[src/sv/dol_pkg.sv]
// dol_pkg: shared types and codes of the date-ordered list store.
// No dependencies; every other file except dol_mem imports it.
`default_nettype none

package dol_pkg;

  localparam int REQ_W = 3;
  localparam int POS_W = 5;
  localparam int PAY_W = 32;
  localparam int YEAR_W = 12;
  localparam int MONTH_W = 4;
  localparam int DAY_W = 5;
  localparam int KEY_W = YEAR_W + MONTH_W + DAY_W;
  localparam int CNT_OUT_W = 5;

  typedef enum logic [REQ_W-1:0] {
    REQ_PUSH_BACK  = 3'd0,
    REQ_PUSH_FRONT = 3'd1,
    REQ_POP_BACK   = 3'd2,
    REQ_POP_FRONT  = 3'd3,
    REQ_INSERT_AT  = 3'd4,
    REQ_DELETE_AT  = 3'd5,
    REQ_GET_AT     = 3'd6,
    REQ_INSERT_DATE = 3'd7
  } req_t;

  typedef enum logic [1:0] {
    ST_OK    = 2'd0,
    ST_FULL  = 2'd1,
    ST_EMPTY = 2'd2,
    ST_RANGE = 2'd3
  } status_t;

  typedef enum logic [3:0] {
    S_IDLE,
    S_CHECK,
    S_OPEN,
    S_UP_RD,
    S_UP_WR,
    S_PUT,
    S_TAKE_RD,
    S_TAKE_CAP,
    S_DN_RD,
    S_DN_WR,
    S_SRCH_RD,
    S_SRCH_CMP,
    S_DONE
  } state_t;

  typedef struct packed {
    status_t              status;
    logic [PAY_W-1:0]     payload_out;
    logic [POS_W-1:0]     position_out;
    logic [CNT_OUT_W-1:0] entry_count;
  } res_t;

endpackage

`default_nettype wire

[src/sv/dol_if.sv]
// Valid/ready channel interfaces for request and result beats.
// Depends on dol_pkg for field widths.
`default_nettype none

interface dol_in_if import dol_pkg::*; ();
  logic               valid;
  logic               ready;
  logic [REQ_W-1:0]   req_type;
  logic [POS_W-1:0]   position;
  logic [PAY_W-1:0]   payload;
  logic [YEAR_W-1:0]  birth_year;
  logic [MONTH_W-1:0] birth_month;
  logic [DAY_W-1:0]   birth_day;

  modport source (output valid, req_type, position, payload, birth_year, birth_month,
                  birth_day, input ready);
  modport sink (input valid, req_type, position, payload, birth_year, birth_month,
                birth_day, output ready);
endinterface

interface dol_out_if import dol_pkg::*; ();
  logic                 valid;
  logic                 ready;
  logic [1:0]           status;
  logic [PAY_W-1:0]     payload_out;
  logic [POS_W-1:0]     position_out;
  logic [CNT_OUT_W-1:0] entry_count;

  modport source (output valid, status, payload_out, position_out, entry_count,
                  input ready);
  modport sink (input valid, status, payload_out, position_out, entry_count,
                output ready);
endinterface

`default_nettype wire

[src/sv/dol_mem.sv]
// dol_mem: entry storage, one write port and one registered read port.
// No package dependency.
`default_nettype none

module dol_mem #(
  parameter int DEPTH = 16,
  parameter int WIDTH = 53,
  parameter int AW = $clog2(DEPTH)
) (
  input  wire logic             clk,
  input  wire logic             we,
  input  wire logic [AW-1:0]    waddr,
  input  wire logic [WIDTH-1:0] wdata,
  input  wire logic [AW-1:0]    raddr,
  output logic      [WIDTH-1:0] rdata
);

  logic [WIDTH-1:0] mem [DEPTH];
  logic [WIDTH-1:0] rdata_r;

  always_ff @(posedge clk) begin
    if (we) begin
      mem[waddr] <= wdata;
    end
    rdata_r <= mem[raddr];
  end

  assign rdata = rdata_r;

endmodule

`default_nettype wire

[src/sv/dol_step.sv]
// dol_step: shared index step and date-key compare used by every walk.
// Depends on dol_pkg for the key width.
`default_nettype none

module dol_step import dol_pkg::*; #(
  parameter int IW = 4
) (
  input  wire logic [IW-1:0]    ptr,
  input  wire logic [KEY_W-1:0] key_stored,
  input  wire logic [KEY_W-1:0] key_new,
  output logic      [IW-1:0]    ptr_inc,
  output logic      [IW-1:0]    ptr_dec,
  output logic                  key_lt
);

  assign ptr_inc = ptr + IW'(1);
  assign ptr_dec = ptr - IW'(1);
  assign key_lt  = key_stored < key_new;

endmodule

`default_nettype wire

[src/sv/dol_ctrl.sv]
// dol_ctrl: request sequencer; checks, searches and shifts entries one at a time.
// Depends on dol_pkg, dol_if, dol_mem and dol_step.
`default_nettype none

module dol_ctrl import dol_pkg::*; #(
  parameter int CAPACITY = 16,
  parameter int PAYLOAD_BITS = 32
) (
  input  wire logic clk,
  input  wire logic rst_n,
  dol_in_if.sink    in_bus,
  input  wire logic res_free,
  output logic      res_load,
  output res_t      res
);

  localparam int IW   = (CAPACITY > 1) ? $clog2(CAPACITY) : 1;
  localparam int CW   = $clog2(CAPACITY + 1);
  localparam int CMPW = (CW > POS_W) ? CW : POS_W;
  localparam int MW   = KEY_W + PAYLOAD_BITS;

  state_t           state_r, state_nxt;
  req_t             req_r, req_nxt;
  logic [POS_W-1:0] pos_r, pos_nxt;
  logic [PAY_W-1:0] pay_r, pay_nxt;
  logic [KEY_W-1:0] key_r, key_nxt;
  logic [CW-1:0]    cnt_r, cnt_nxt;
  logic [IW-1:0]    ptr_r, ptr_nxt;
  logic [IW-1:0]    tgt_r, tgt_nxt;
  status_t          st_r, st_nxt;
  logic [PAY_W-1:0] pout_r, pout_nxt;
  logic [POS_W-1:0] posout_r, posout_nxt;

  logic             mem_we;
  logic [IW-1:0]    mem_waddr, mem_raddr;
  logic [MW-1:0]    mem_wdata, mem_rdata;
  logic [IW-1:0]    ptr_inc, ptr_dec;
  logic             key_lt;

  logic             full, empty;
  logic [CMPW-1:0]  pos_ext, cnt_ext;
  logic [CW-1:0]    cnt_dec;

  dol_mem #(.DEPTH(CAPACITY), .WIDTH(MW), .AW(IW)) u_mem (
    .clk  (clk),
    .we   (mem_we),
    .waddr(mem_waddr),
    .wdata(mem_wdata),
    .raddr(mem_raddr),
    .rdata(mem_rdata)
  );

  dol_step #(.IW(IW)) u_step (
    .ptr       (ptr_r),
    .key_stored(mem_rdata[MW-1:PAYLOAD_BITS]),
    .key_new   (key_r),
    .ptr_inc   (ptr_inc),
    .ptr_dec   (ptr_dec),
    .key_lt    (key_lt)
  );

  assign full    = (cnt_r == CW'(CAPACITY));
  assign empty   = (cnt_r == '0);
  assign pos_ext = CMPW'(pos_r);
  assign cnt_ext = CMPW'(cnt_r);
  assign cnt_dec = cnt_r - CW'(1);

  always_ff @(posedge clk) begin
    if (!rst_n) begin
      state_r <= S_IDLE;
      cnt_r   <= '0;
    end else begin
      state_r <= state_nxt;
      cnt_r   <= cnt_nxt;
    end
    req_r    <= req_nxt;
    pos_r    <= pos_nxt;
    pay_r    <= pay_nxt;
    key_r    <= key_nxt;
    ptr_r    <= ptr_nxt;
    tgt_r    <= tgt_nxt;
    st_r     <= st_nxt;
    pout_r   <= pout_nxt;
    posout_r <= posout_nxt;
  end

  always_comb begin
    state_nxt  = state_r;
    req_nxt    = req_r;
    pos_nxt    = pos_r;
    pay_nxt    = pay_r;
    key_nxt    = key_r;
    cnt_nxt    = cnt_r;
    ptr_nxt    = ptr_r;
    tgt_nxt    = tgt_r;
    st_nxt     = st_r;
    pout_nxt   = pout_r;
    posout_nxt = posout_r;
    mem_we     = 1'b0;
    mem_waddr  = ptr_inc;
    mem_wdata  = mem_rdata;
    mem_raddr  = ptr_r;
    in_bus.ready = 1'b0;
    res_load   = 1'b0;

    unique case (state_r)
      S_IDLE: begin
        in_bus.ready = 1'b1;
        if (in_bus.valid) begin
          req_nxt    = req_t'(in_bus.req_type);
          pos_nxt    = in_bus.position;
          pay_nxt    = in_bus.payload;
          key_nxt    = {in_bus.birth_year, in_bus.birth_month, in_bus.birth_day};
          st_nxt     = ST_OK;
          pout_nxt   = '0;
          posout_nxt = '0;
          state_nxt  = S_CHECK;
        end
      end

      S_CHECK: begin
        ptr_nxt = '0;
        case (req_r) inside
          REQ_PUSH_BACK, REQ_PUSH_FRONT, REQ_INSERT_AT, REQ_INSERT_DATE: begin
            if (full) begin
              st_nxt    = ST_FULL;
              state_nxt = S_DONE;
            end else if (req_r == REQ_INSERT_AT && pos_ext > cnt_ext) begin
              st_nxt    = ST_RANGE;
              state_nxt = S_DONE;
            end else if (req_r == REQ_INSERT_DATE) begin
              tgt_nxt   = '0;
              state_nxt = empty ? S_OPEN : S_SRCH_RD;
            end else begin
              if (req_r == REQ_PUSH_BACK) tgt_nxt = IW'(cnt_r);
              else if (req_r == REQ_PUSH_FRONT) tgt_nxt = '0;
              else tgt_nxt = IW'(pos_r);
              state_nxt = S_OPEN;
            end
          end
          default: begin
            if (empty) begin
              st_nxt    = ST_EMPTY;
              state_nxt = S_DONE;
            end else if ((req_r == REQ_DELETE_AT || req_r == REQ_GET_AT) &&
                         pos_ext >= cnt_ext) begin
              st_nxt    = ST_RANGE;
              state_nxt = S_DONE;
            end else begin
              if (req_r == REQ_POP_BACK) tgt_nxt = IW'(cnt_dec);
              else if (req_r == REQ_POP_FRONT) tgt_nxt = '0;
              else tgt_nxt = IW'(pos_r);
              if (req_r == REQ_POP_BACK) ptr_nxt = IW'(cnt_dec);
              else if (req_r == REQ_POP_FRONT) ptr_nxt = '0;
              else ptr_nxt = IW'(pos_r);
              state_nxt = S_TAKE_RD;
            end
          end
        endcase
      end

      // open a gap at tgt by moving entries up, last one first
      S_OPEN: begin
        if (cnt_r > CW'(tgt_r)) begin
          ptr_nxt   = IW'(cnt_dec);
          state_nxt = S_UP_RD;
        end else begin
          state_nxt = S_PUT;
        end
      end

      S_UP_RD: begin
        mem_raddr = ptr_r;
        state_nxt = S_UP_WR;
      end

      S_UP_WR: begin
        mem_we    = 1'b1;
        mem_waddr = ptr_inc;
        mem_wdata = mem_rdata;
        if (ptr_r == tgt_r) begin
          state_nxt = S_PUT;
        end else begin
          ptr_nxt   = ptr_dec;
          state_nxt = S_UP_RD;
        end
      end

      S_PUT: begin
        mem_we    = 1'b1;
        mem_waddr = tgt_r;
        mem_wdata = {key_r, PAYLOAD_BITS'(pay_r)};
        cnt_nxt   = cnt_r + CW'(1);
        if (req_r == REQ_INSERT_DATE) posout_nxt = POS_W'(tgt_r);
        state_nxt = S_DONE;
      end

      S_TAKE_RD: begin
        mem_raddr = tgt_r;
        state_nxt = S_TAKE_CAP;
      end

      S_TAKE_CAP: begin
        if (req_r != REQ_DELETE_AT) pout_nxt = PAY_W'(mem_rdata[PAYLOAD_BITS-1:0]);
        if (req_r == REQ_GET_AT) begin
          state_nxt = S_DONE;
        end else if (CW'(tgt_r) + CW'(1) < cnt_r) begin
          ptr_nxt   = ptr_inc;
          state_nxt = S_DN_RD;
        end else begin
          cnt_nxt   = cnt_dec;
          state_nxt = S_DONE;
        end
      end

      // close the gap: entry at ptr moves down one place
      S_DN_RD: begin
        mem_raddr = ptr_r;
        state_nxt = S_DN_WR;
      end

      S_DN_WR: begin
        mem_we    = 1'b1;
        mem_waddr = ptr_dec;
        mem_wdata = mem_rdata;
        if (CW'(ptr_r) == cnt_dec) begin
          cnt_nxt   = cnt_dec;
          state_nxt = S_DONE;
        end else begin
          ptr_nxt   = ptr_inc;
          state_nxt = S_DN_RD;
        end
      end

      S_SRCH_RD: begin
        mem_raddr = ptr_r;
        state_nxt = S_SRCH_CMP;
      end

      S_SRCH_CMP: begin
        if (key_lt) begin
          if (CW'(ptr_inc) == cnt_r) begin
            tgt_nxt   = ptr_inc;
            state_nxt = S_OPEN;
          end else begin
            ptr_nxt   = ptr_inc;
            state_nxt = S_SRCH_RD;
          end
        end else begin
          tgt_nxt   = ptr_r;
          state_nxt = S_OPEN;
        end
      end

      S_DONE: begin
        if (res_free) begin
          res_load  = 1'b1;
          state_nxt = S_IDLE;
        end
      end

      default: state_nxt = S_IDLE;
    endcase
  end

  always_comb begin
    res.status       = st_r;
    res.payload_out  = pout_r;
    res.position_out = posout_r;
    res.entry_count  = CNT_OUT_W'(cnt_r);
  end

endmodule

`default_nettype wire

[src/sv/date_ordered_list_store.sv]
// date_ordered_list_store: top level; sequencer plus output result register.
// Depends on dol_pkg, dol_if and dol_ctrl.
//
//   channel   dir  handshake     beat contents
//   in_bus    in   valid/ready   req_type, position, payload, birth_{year,month,day}
//   out_bus   out  valid/ready   status, payload_out, position_out, entry_count
//
// One request at a time; ready is low from acceptance until the sequencer is idle again.
// Entries moved per request: insert count - index, delete/pop count - index - 1;
// a date insert also scans entries first. Each moved entry is read, then written,
// through the memory's read and write ports; get moves no entry.
// Reset (synchronous, rst_n low) empties the list; entry storage is not cleared.
// A result waiting in the output register does not stop the next request; the
// sequencer only holds its done state while that register is full and not being read.
`default_nettype none

module date_ordered_list_store import dol_pkg::*; #(
  parameter int CAPACITY = 16,
  parameter int PAYLOAD_BITS = 32
) (
  input  wire logic clk,
  input  wire logic rst_n,
  dol_in_if.sink    in_bus,
  dol_out_if.source out_bus
);

  logic res_free, res_load;
  res_t res, res_r;
  logic out_valid_r;

  assign res_free = !out_valid_r || out_bus.ready;

  dol_ctrl #(.CAPACITY(CAPACITY), .PAYLOAD_BITS(PAYLOAD_BITS)) u_ctrl (
    .clk     (clk),
    .rst_n   (rst_n),
    .in_bus  (in_bus),
    .res_free(res_free),
    .res_load(res_load),
    .res     (res)
  );

  always_ff @(posedge clk) begin
    if (!rst_n) begin
      out_valid_r <= 1'b0;
    end else if (res_load) begin
      out_valid_r <= 1'b1;
    end else if (out_bus.ready) begin
      out_valid_r <= 1'b0;
    end
    if (res_load) begin
      res_r <= res;
    end
  end

  assign out_bus.valid        = out_valid_r;
  assign out_bus.status       = res_r.status;
  assign out_bus.payload_out  = res_r.payload_out;
  assign out_bus.position_out = res_r.position_out;
  assign out_bus.entry_count  = res_r.entry_count;

  a_busy_after_accept: assert property (@(posedge clk) disable iff (!rst_n)
    (in_bus.valid && in_bus.ready) |=> !in_bus.ready)
    else $error("request accepted while sequencer busy");

  a_no_overwrite: assert property (@(posedge clk) disable iff (!rst_n)
    res_load |-> (!out_valid_r || out_bus.ready))
    else $error("pending result overwritten");

  a_error_zero: assert property (@(posedge clk) disable iff (!rst_n)
    (out_valid_r && out_bus.status != ST_OK) |->
      (out_bus.payload_out == '0 && out_bus.position_out == '0))
    else $error("error result carries data");

  a_reset_clears: assert property (@(posedge clk)
    !rst_n |=> !out_valid_r)
    else $error("result valid after reset");

endmodule

`default_nettype wire
[src/flat_wrapper.sv]
// flat-port wrapper written by rule: the top's interface ports become plain ports
module date_ordered_list_store_flat import dol_pkg::*;
#(
  parameter int CAPACITY = 16,
  parameter int PAYLOAD_BITS = 32
)
  (clk, rst_n, in_bus_valid, in_bus_req_type, in_bus_position, in_bus_payload, in_bus_birth_year, in_bus_birth_month, in_bus_birth_day, in_bus_ready, out_bus_valid, out_bus_status, out_bus_payload_out, out_bus_position_out, out_bus_entry_count, out_bus_ready);
  dol_in_if in_bus_i ();
  dol_out_if out_bus_i ();
  input  wire logic clk;
  input  wire logic rst_n;
  input wire logic [$bits(in_bus_i.valid)-1:0] in_bus_valid;
  input wire logic [$bits(in_bus_i.req_type)-1:0] in_bus_req_type;
  input wire logic [$bits(in_bus_i.position)-1:0] in_bus_position;
  input wire logic [$bits(in_bus_i.payload)-1:0] in_bus_payload;
  input wire logic [$bits(in_bus_i.birth_year)-1:0] in_bus_birth_year;
  input wire logic [$bits(in_bus_i.birth_month)-1:0] in_bus_birth_month;
  input wire logic [$bits(in_bus_i.birth_day)-1:0] in_bus_birth_day;
  output wire logic [$bits(in_bus_i.ready)-1:0] in_bus_ready;
  output wire logic [$bits(out_bus_i.valid)-1:0] out_bus_valid;
  output wire logic [$bits(out_bus_i.status)-1:0] out_bus_status;
  output wire logic [$bits(out_bus_i.payload_out)-1:0] out_bus_payload_out;
  output wire logic [$bits(out_bus_i.position_out)-1:0] out_bus_position_out;
  output wire logic [$bits(out_bus_i.entry_count)-1:0] out_bus_entry_count;
  input wire logic [$bits(out_bus_i.ready)-1:0] out_bus_ready;
  assign in_bus_i.valid = in_bus_valid;
  assign in_bus_i.req_type = in_bus_req_type;
  assign in_bus_i.position = in_bus_position;
  assign in_bus_i.payload = in_bus_payload;
  assign in_bus_i.birth_year = in_bus_birth_year;
  assign in_bus_i.birth_month = in_bus_birth_month;
  assign in_bus_i.birth_day = in_bus_birth_day;
  assign in_bus_ready = in_bus_i.ready;
  assign out_bus_valid = out_bus_i.valid;
  assign out_bus_status = out_bus_i.status;
  assign out_bus_payload_out = out_bus_i.payload_out;
  assign out_bus_position_out = out_bus_i.position_out;
  assign out_bus_entry_count = out_bus_i.entry_count;
  assign out_bus_i.ready = out_bus_ready;
  date_ordered_list_store #(.CAPACITY(CAPACITY), .PAYLOAD_BITS(PAYLOAD_BITS)) u_core (.clk(clk), .rst_n(rst_n), .in_bus(in_bus_i), .out_bus(out_bus_i));
endmodule
[config.mk]
export PLATFORM = sky130hd
export DESIGN_NAME = date_ordered_list_store_flat
export DESIGN_NICKNAME = d
export VERILOG_FILES = /design/src/sv/dol_pkg.sv /design/src/sv/dol_if.sv /design/src/sv/dol_mem.sv /design/src/sv/dol_step.sv /design/src/sv/dol_ctrl.sv /design/src/sv/date_ordered_list_store.sv /design/src/flat_wrapper.sv
export SDC_FILE = /design/constraint.sdc
export NUM_CORES = 1
export LEC_CHECK = 0
export BUFFER_PORTS_ARGS = -buffer_cell sky130_fd_sc_hd__buf_2
export CAP_MARGIN = 20
export CELL_PAD_IN_SITES_DETAIL_PLACEMENT = 1
export CELL_PAD_IN_SITES_GLOBAL_PLACEMENT = 1
export CORE_MARGIN = 5
export CORE_UTILIZATION = 53
export DETAILED_ROUTE_END_ITERATION = 8
export GPL_TIMING_DRIVEN = 0
export PLACE_DENSITY_LB_ADDON = 0.1
export SLEW_MARGIN = 5
export SYNTH_ARGS = -nofsm -noshare
export SYNTH_HDL_FRONTEND = slang
export SYNTH_SLANG_ARGS = --single-unit
[constraint.sdc]
create_clock -name clk -period 6.45 [get_ports clk]
set_input_delay 0.3225 -clock clk [delete_from_list [all_inputs] [get_ports clk]]
set_output_delay 0.3225 -clock clk [all_outputs]
set_load 0.02 [all_outputs]
---- Word-level counts from Yosys, hierarchy flattened ----
Memories as Yosys holds them, arrays and structs flattened. A register that Yosys moved wholly into a read port is not among the register bits.
Index checks and enable logic that the tools add are counted.
storage, ports and cells
  flip-flop bits (word level) ............. 162
  output and inout bits ................... 46
  RAM bits ................................ 848
  input bits .............................. 65
  memories ................................ 1
cells by class
  $lt $le $gt $ge ......................... 5
  multiplexer cells ....................... 69
  reduce and logical (&&, ||, !) cells .... 25
  add/subtract/negate cells ............... 5
  eq/ne operators ......................... 44
memory list
  memory                   depth  width  read ports  clocked after Yosys merged registers in  wr ports  RTL line       RTL
  u_core.u_ctrl.u_mem.mem  16     53     1           1                                        1         dol_mem.sv:18  logic [WIDTH-1:0] mem [DEPTH];
operator list
  kind                                                 number
  2-to-1 mux 4 bit                                     34
  2-to-1 mux 32 bit                                    2
  case mux 32 bit (2 select lines)                     1
  2-to-1 mux 53 bit                                    1
  case mux 4 bit (13 select lines)                     1
  2-to-1 mux 5 bit                                     5
  != test 2 bit, second input constant                 12
  case mux 4 bit (6 select lines)                      1
  < comparator 21 bit                                  1
  equality test 4 bit, second input constant           5
  != test 3 bit, second input constant                 6
  equality test 4 x 3 -> 1 bit, second input constant  4
  case mux 4 bit (2 select lines)                      2
  2-to-1 mux 3 bit                                     5
  case mux 5 bit (3 select lines)                      1
  equality test 3 bit, second input constant           4
  2-to-1 mux 2 bit                                     6
  equality test 4 x 5 -> 1 bit                         2
  case mux 5 bit (2 select lines)                      1
  nonzero test 2 bit                                   5
  equality test 4 x 2 -> 1 bit, second input constant  2
  2-to-1 mux 1 bit                                     8
  != test 4 bit, second input constant                 2
  AND reduction 4 bit                                  2
  other kinds (30)                                     35

---- Depth between registers and ports, before layout ----
  depth in word-level cells ............... 8
  gate-level depth with buffers ........... 11
  mapped depth without buffers ............ 9

---- Hierarchy ----
A second synthesis with hierarchy kept.
unflattened totals
  cell total of the unflattened synthesis .. 1998
  area, all modules ....................... 40953.0 µm²
modules (own cells, without submodules)
  module                   sequential area each (µm²)  area each (µm²)  instances  cells each
  dol_mem                  26525.4                     32809.0          1          1370
  dol_ctrl                 3393.3                      6173.4           1          497
  date_ordered_list_store  1341.3                      1370.1           1          48
  dol_step                 0.0                         600.6            1          83

---- Least setup slack after synthesis ----
No wires, ideal clock.
  path type ............................... register to register
  start ................................... reg u_core.u_ctrl.state_r[0]
  end ..................................... mem u_core.u_ctrl.u_mem.mem[8][0] (enable)
  buffers on the path ..................... 1
  cell stages (with the launch flop) ...... 8
  required time ........................... 5.986 ns
  arrival time ............................ 4.050 ns
  setup slack ............................. 1.936 ns
  path through ............................ dfxtp_1 > clkbuf_1 > nor3b_1 > nor2_1 > a221o_1 > a21oi_1 > o21ai_1 > nor2_1
between the ends
  longest elaborated chain between the ends .. 5
  elaborated cells on any way between the ends .. 8
ends and longest elaborated chain
  item                                                                 RTL line         RTL
  from (decl)                                                          dol_ctrl.sv:22   state_t state_r, state_nxt;
  from (signal assigned)                                               dol_ctrl.sv:73   state_r <= state_nxt;
  equality test 4 bit or equality test 4 x 3 -> 1 bit (tied branches)  dol_ctrl.sv:106  unique case (state_r)
  OR reduction 3 bit (no source line)                                  --
  2-to-1 mux 1 bit                                                     dol_ctrl.sv:106
  2-to-1 mux 1 bit                                                     dol_mem.sv:22    if (we) begin
  2-to-1 mux 1 bit (not written as such)                               dol_mem.sv:23    mem[waddr] <= wdata;
  to (decl)                                                            dol_mem.sv:18
Several ways; a longest one is shown, not always the timed one.

---- Worst setup path after layout ----
  start ................................... reg u_core.u_ctrl.state_r[2]
  end ..................................... reg u_core.u_ctrl.u_mem.rdata_r[30] (netlist: u_core.u_ctrl.u_mem.rdata[30]) (read register of u_core.u_ctrl.u_mem.mem)
between the ends
  longest elaborated chain between the ends .. 2
ends and longest elaborated chain
  item                          RTL line         RTL
  equality test 4 x 3 -> 1 bit  dol_ctrl.sv:106
  2-to-1 mux 4 bit              dol_ctrl.sv:106
  to (decl)                     dol_mem.sv:19    logic [WIDTH-1:0] rdata_r;
No other way between the ends.
A chain may end at the register's enable or synchronous reset.

==> impl_results.md <==
* Pre-antenna DRT Iters at 7
* CTS H-tree lvls at 3
* Synthesized area at 41160 um^2
* Ports at 111
* Port bufs at between 100 and 150
* Cts repair resizes at 0
* First-pass GRT wire length at roughly 170 mm
* Finished Cell Area at 48220 um^2
* Largest net degree at the start of global routing at 33
* Grt total ovfl at 0
* Critical path origin: u_core.u_ctrl.state_r[2]
* R2r startpoint: u_core.u_ctrl.state_r[2]
* Ys flop type: edfxtp_1
* Vias per cell at 6.126
* Nets at 2880
* CP Max Fanout at 10
* Simple logic cell fraction of the synthesized area at 8.001%
* Post-Synth XOR/XNOR Area at 0.6506%
* Die W at 288.7 um
* CP Data Required Time at 7050 ps
* Slew Limit Fails at 0
* Comb pwr share at 31.7%
* DR vias at 23950
* Routed WL at 113.8 mm
* Clock network fraction of total power at between 20% and 30%
* Worst slew pin tran at around 1200 ps
* Largest family of logic cells by synthesized area: multiplexers
* Detailed Route Iter0 Violations at 2275
* Clock-pin slew on the worst setup and hold paths at 60 ps
* Placer congestion estimate at 0.8695
* Max cap viols at 0
* # clock sinks at about 1100
* Vias in the first global route at 25620
* Share of cells above drive strength 1 at around a fifth
* Drc violations at 0
* Final core occ at roughly 62%
* RSZ-0062 raised after global routing: false
* Final Hold Fails at 0
* Crit Path Category: register to register
* Synth Instances at 2453
* Post-synthesis compound-gate area fraction at 3.700%
* CTS Buf Count at 107
* Pleak at 0.01640 uW
* Slew headroom at between 20 and 25%
* Mean Syn Cell Area at 16.78 um^2
* Antenna violations before repair at 3
* Adder-cell share of the synthesized area at 1.186%
* Final period util at 62.51%
* CTS tree: built
* Final Critical Period at just over 4000 ps
* R2R depth at 11
* Most frequent cells in the layout: 998 x edfxtp_1, 400 x nand2_1, 138 x buf_2
* Power Dens Cells at 485.0 nW/um^2
* Skew final at around 24 ps
* CTS root buffer: clkbuf_16
* Sequential power share at 41.9%
* Achievable frequency at 0.2480 GHz
* Crit path to: u_core.u_ctrl.u_mem.rdata[30]
* Max rail drop VDD at 0.2533 mV
* Placed instance area at 44080 um^2
* Total power at between 20000 and 25000 uW
* Synth warn at 0
* Switch Pwr at 8075 uW
* Worst skew pair latency at 680 ps
* Die area at roughly 83000 um^2
* Die Span Y at roughly 290 um
* Antenna-violating nets left at 0
* EDFF count, synth at 998
* Area grow syn2layout at 17.15%
* Wire per inst at 29.11 um
* Setup_tns at 0 ps
* Starting Density at 53.31%
* Async S/R FF share, synth at 0%
* Setup violators final at 0
* Multiplexer share of the synthesized area at under 10%
* Site row count at 102
* RR Endpoint: u_core.u_ctrl.u_mem.rdata[30]
* All-layer global routing usage at 27.27%
* Hold Crit Class: input port to register
* Seq/Total Area, Yosys at about three quarters
* Syn_nets at between 2000 and 3000
* Int Pwr at 15310 uW
* Hold buffers post-CTS at 61
* Crit path DAT at 4630 ps
* # diodes at 0
* Flops & latches, synth at around 1100
* Crit end category: register
* Post-CTS Setup Bufs at 0
* R2R Setup Slk at 2420 ps
* CP Launch Type: register
* Most common cell after layout, fill and taps aside: edfxtp_1
* CTS Buffer Depth at 3
* Distinct cell type count after synthesis at slightly below 70
* Post-DP HPWL at 74.28 mm
* Core area at 77210 um^2
* Switching portion of total power at roughly a third
* Status: finished clean
how the worst min path moves through the flow:
stage                                        start                              to  slack (ps)  depth (start not counted)
after floorplan            u_core.u_ctrl.pout_r[0]   u_core.out_bus.payload_out[0]         400                          0
after global placement    u_core.u_ctrl.pout_r[23]  u_core.out_bus.payload_out[23]         400                          0
after detailed placement  u_core.u_ctrl.pout_r[20]  u_core.out_bus.payload_out[20]         410                          0
after CTS                                    rst_n        u_core.u_ctrl.state_r[1]          40                          2
after global routing                         rst_n        u_core.u_ctrl.state_r[1]          80                          2
final                                        rst_n        u_core.u_ctrl.state_r[1]          60                          2
logic make-up after synthesis:
logic type,Yosys count
flip-flops,1061
buffers and inverters,168
other,1
XOR/XNOR,29
multiplexers,223
adder cells (fa/ha/maj),39
AO/OA/AOI/OAI,205
AND/OR/NAND/NOR,727
worst max-delay path, cell delays in order (launching register included):
cell and delay (ps):
dfxtp_1 310, buf_4 150, nand2_2 100, nor3_4 440, mux2i_1 580, buf_2 620, buf_2 410, clkbuf_1 580
nand2_1 130, a32oi_1 260, nand4_1 230, nand2_1 140
power by group through the flow:
| stage | Clock (uW) | Combinational [uW] | Sequential [uW] |
|---|---|---|---|
| 2_1_floorplan | 0 | 4350 | 9800 |
| 3_3_place_gp | 0 | 6650 | 9950 |
| 3_5_place_dp | 0 | 7290 | 9920 |
| 4_1_cts | 6260 | 7380 | 9790 |
| 5_1_grt | 6600 | 7900 | 9850 |
| 6_report | 6180 | 7410 | 9790 |
Yosys cell counts, types with 6 or more instances:
library cell / n / area share (%)
edfxtp_1: 998 / 73
nand2_1: 401 / 3.7
nand3_1: 121 / 1.5
mux4_2: 106 / 5.8
clkbuf_1: 84 / 0.77
dfxtp_1: 63 / 3.1
mux2i_1: 61 / 1.5
nand4_1: 60 / 0.91
a22oi_1: 56 / 1.0
mux2_2: 56 / 1.5
nor2_1: 56 / 0.51
a32oi_1: 53 / 1.1
ha_1: 39 / 1.2
and2_1: 37 / 0.56
inv_1: 36 / 0.33
buf_2: 30 / 0.36
a21oi_1: 22 / 0.27
xnor2_1: 22 / 0.47
o21ai_0: 21 / 0.26
nor2b_1: 12 / 0.18
a211oi_1: 9 / 0.16
nand2b_1: 8 / 0.12
buf_1: 7 / 0.064
buf_4: 7 / 0.13
and3_1: 6 / 0.091
o22ai_1: 6 / 0.091
xor2_1: 6 / 0.13
sequential cells by signal, indices dropped and copies added (netlist names), 4 cells and up:
name	flops
u_core.u_ctrl.u_mem.rdata	53
u_core.out_bus.entry_count	5
u_core.u_ctrl.pay_r	32
u_core.u_ctrl.pos_ext	5
u_core.out_bus.payload_out	32
u_core.out_bus.position_out	4
u_core.u_ctrl.tgt_r	4
u_core.u_ctrl.u_mem.mem	848
u_core.u_ctrl.posout_r	4
u_core.u_ctrl.key_r	21
u_core.u_ctrl.state_r	4
u_core.u_ctrl.ptr_r	4
u_core.u_ctrl.pout_r	32
u_core.u_ctrl.cnt_ext	5
layer usage:
layer	GRT usage, %	part of all wire [%]	vias to the layer above
li1	-	-	10190
met1	37.05	40	12590
met2	46.22	50	976
met3	4.088	6.5	197
met4	8.197	2.9	6
met5	0.8721	0.12	-
through the flow:
stage | cells | hold slack (ps) | worst slack, ps
global route | 3910 | 84.58 | 2128
CTS | 3909 | 38.08 | 2411
detailed placement | 3645 | 406.6 | 2430
finish | 3910 | 64.41 | 2418
global placement | 3601 | 402.2 | -1094
floorplan | 2453 | 400.3 | 1936
layout make-up:
type	instances	area (um^2)
clock buffer	142	2983
inverter	36	137.6
timing repair buffer	214	2102
tap	1040	1301
multi-input combinational	1224	9343
fill	6803	29000
buffer	132	589.3
sequential	1061	31230
clock inverter	61	530.5
Power figures use the tool's default switching activity.
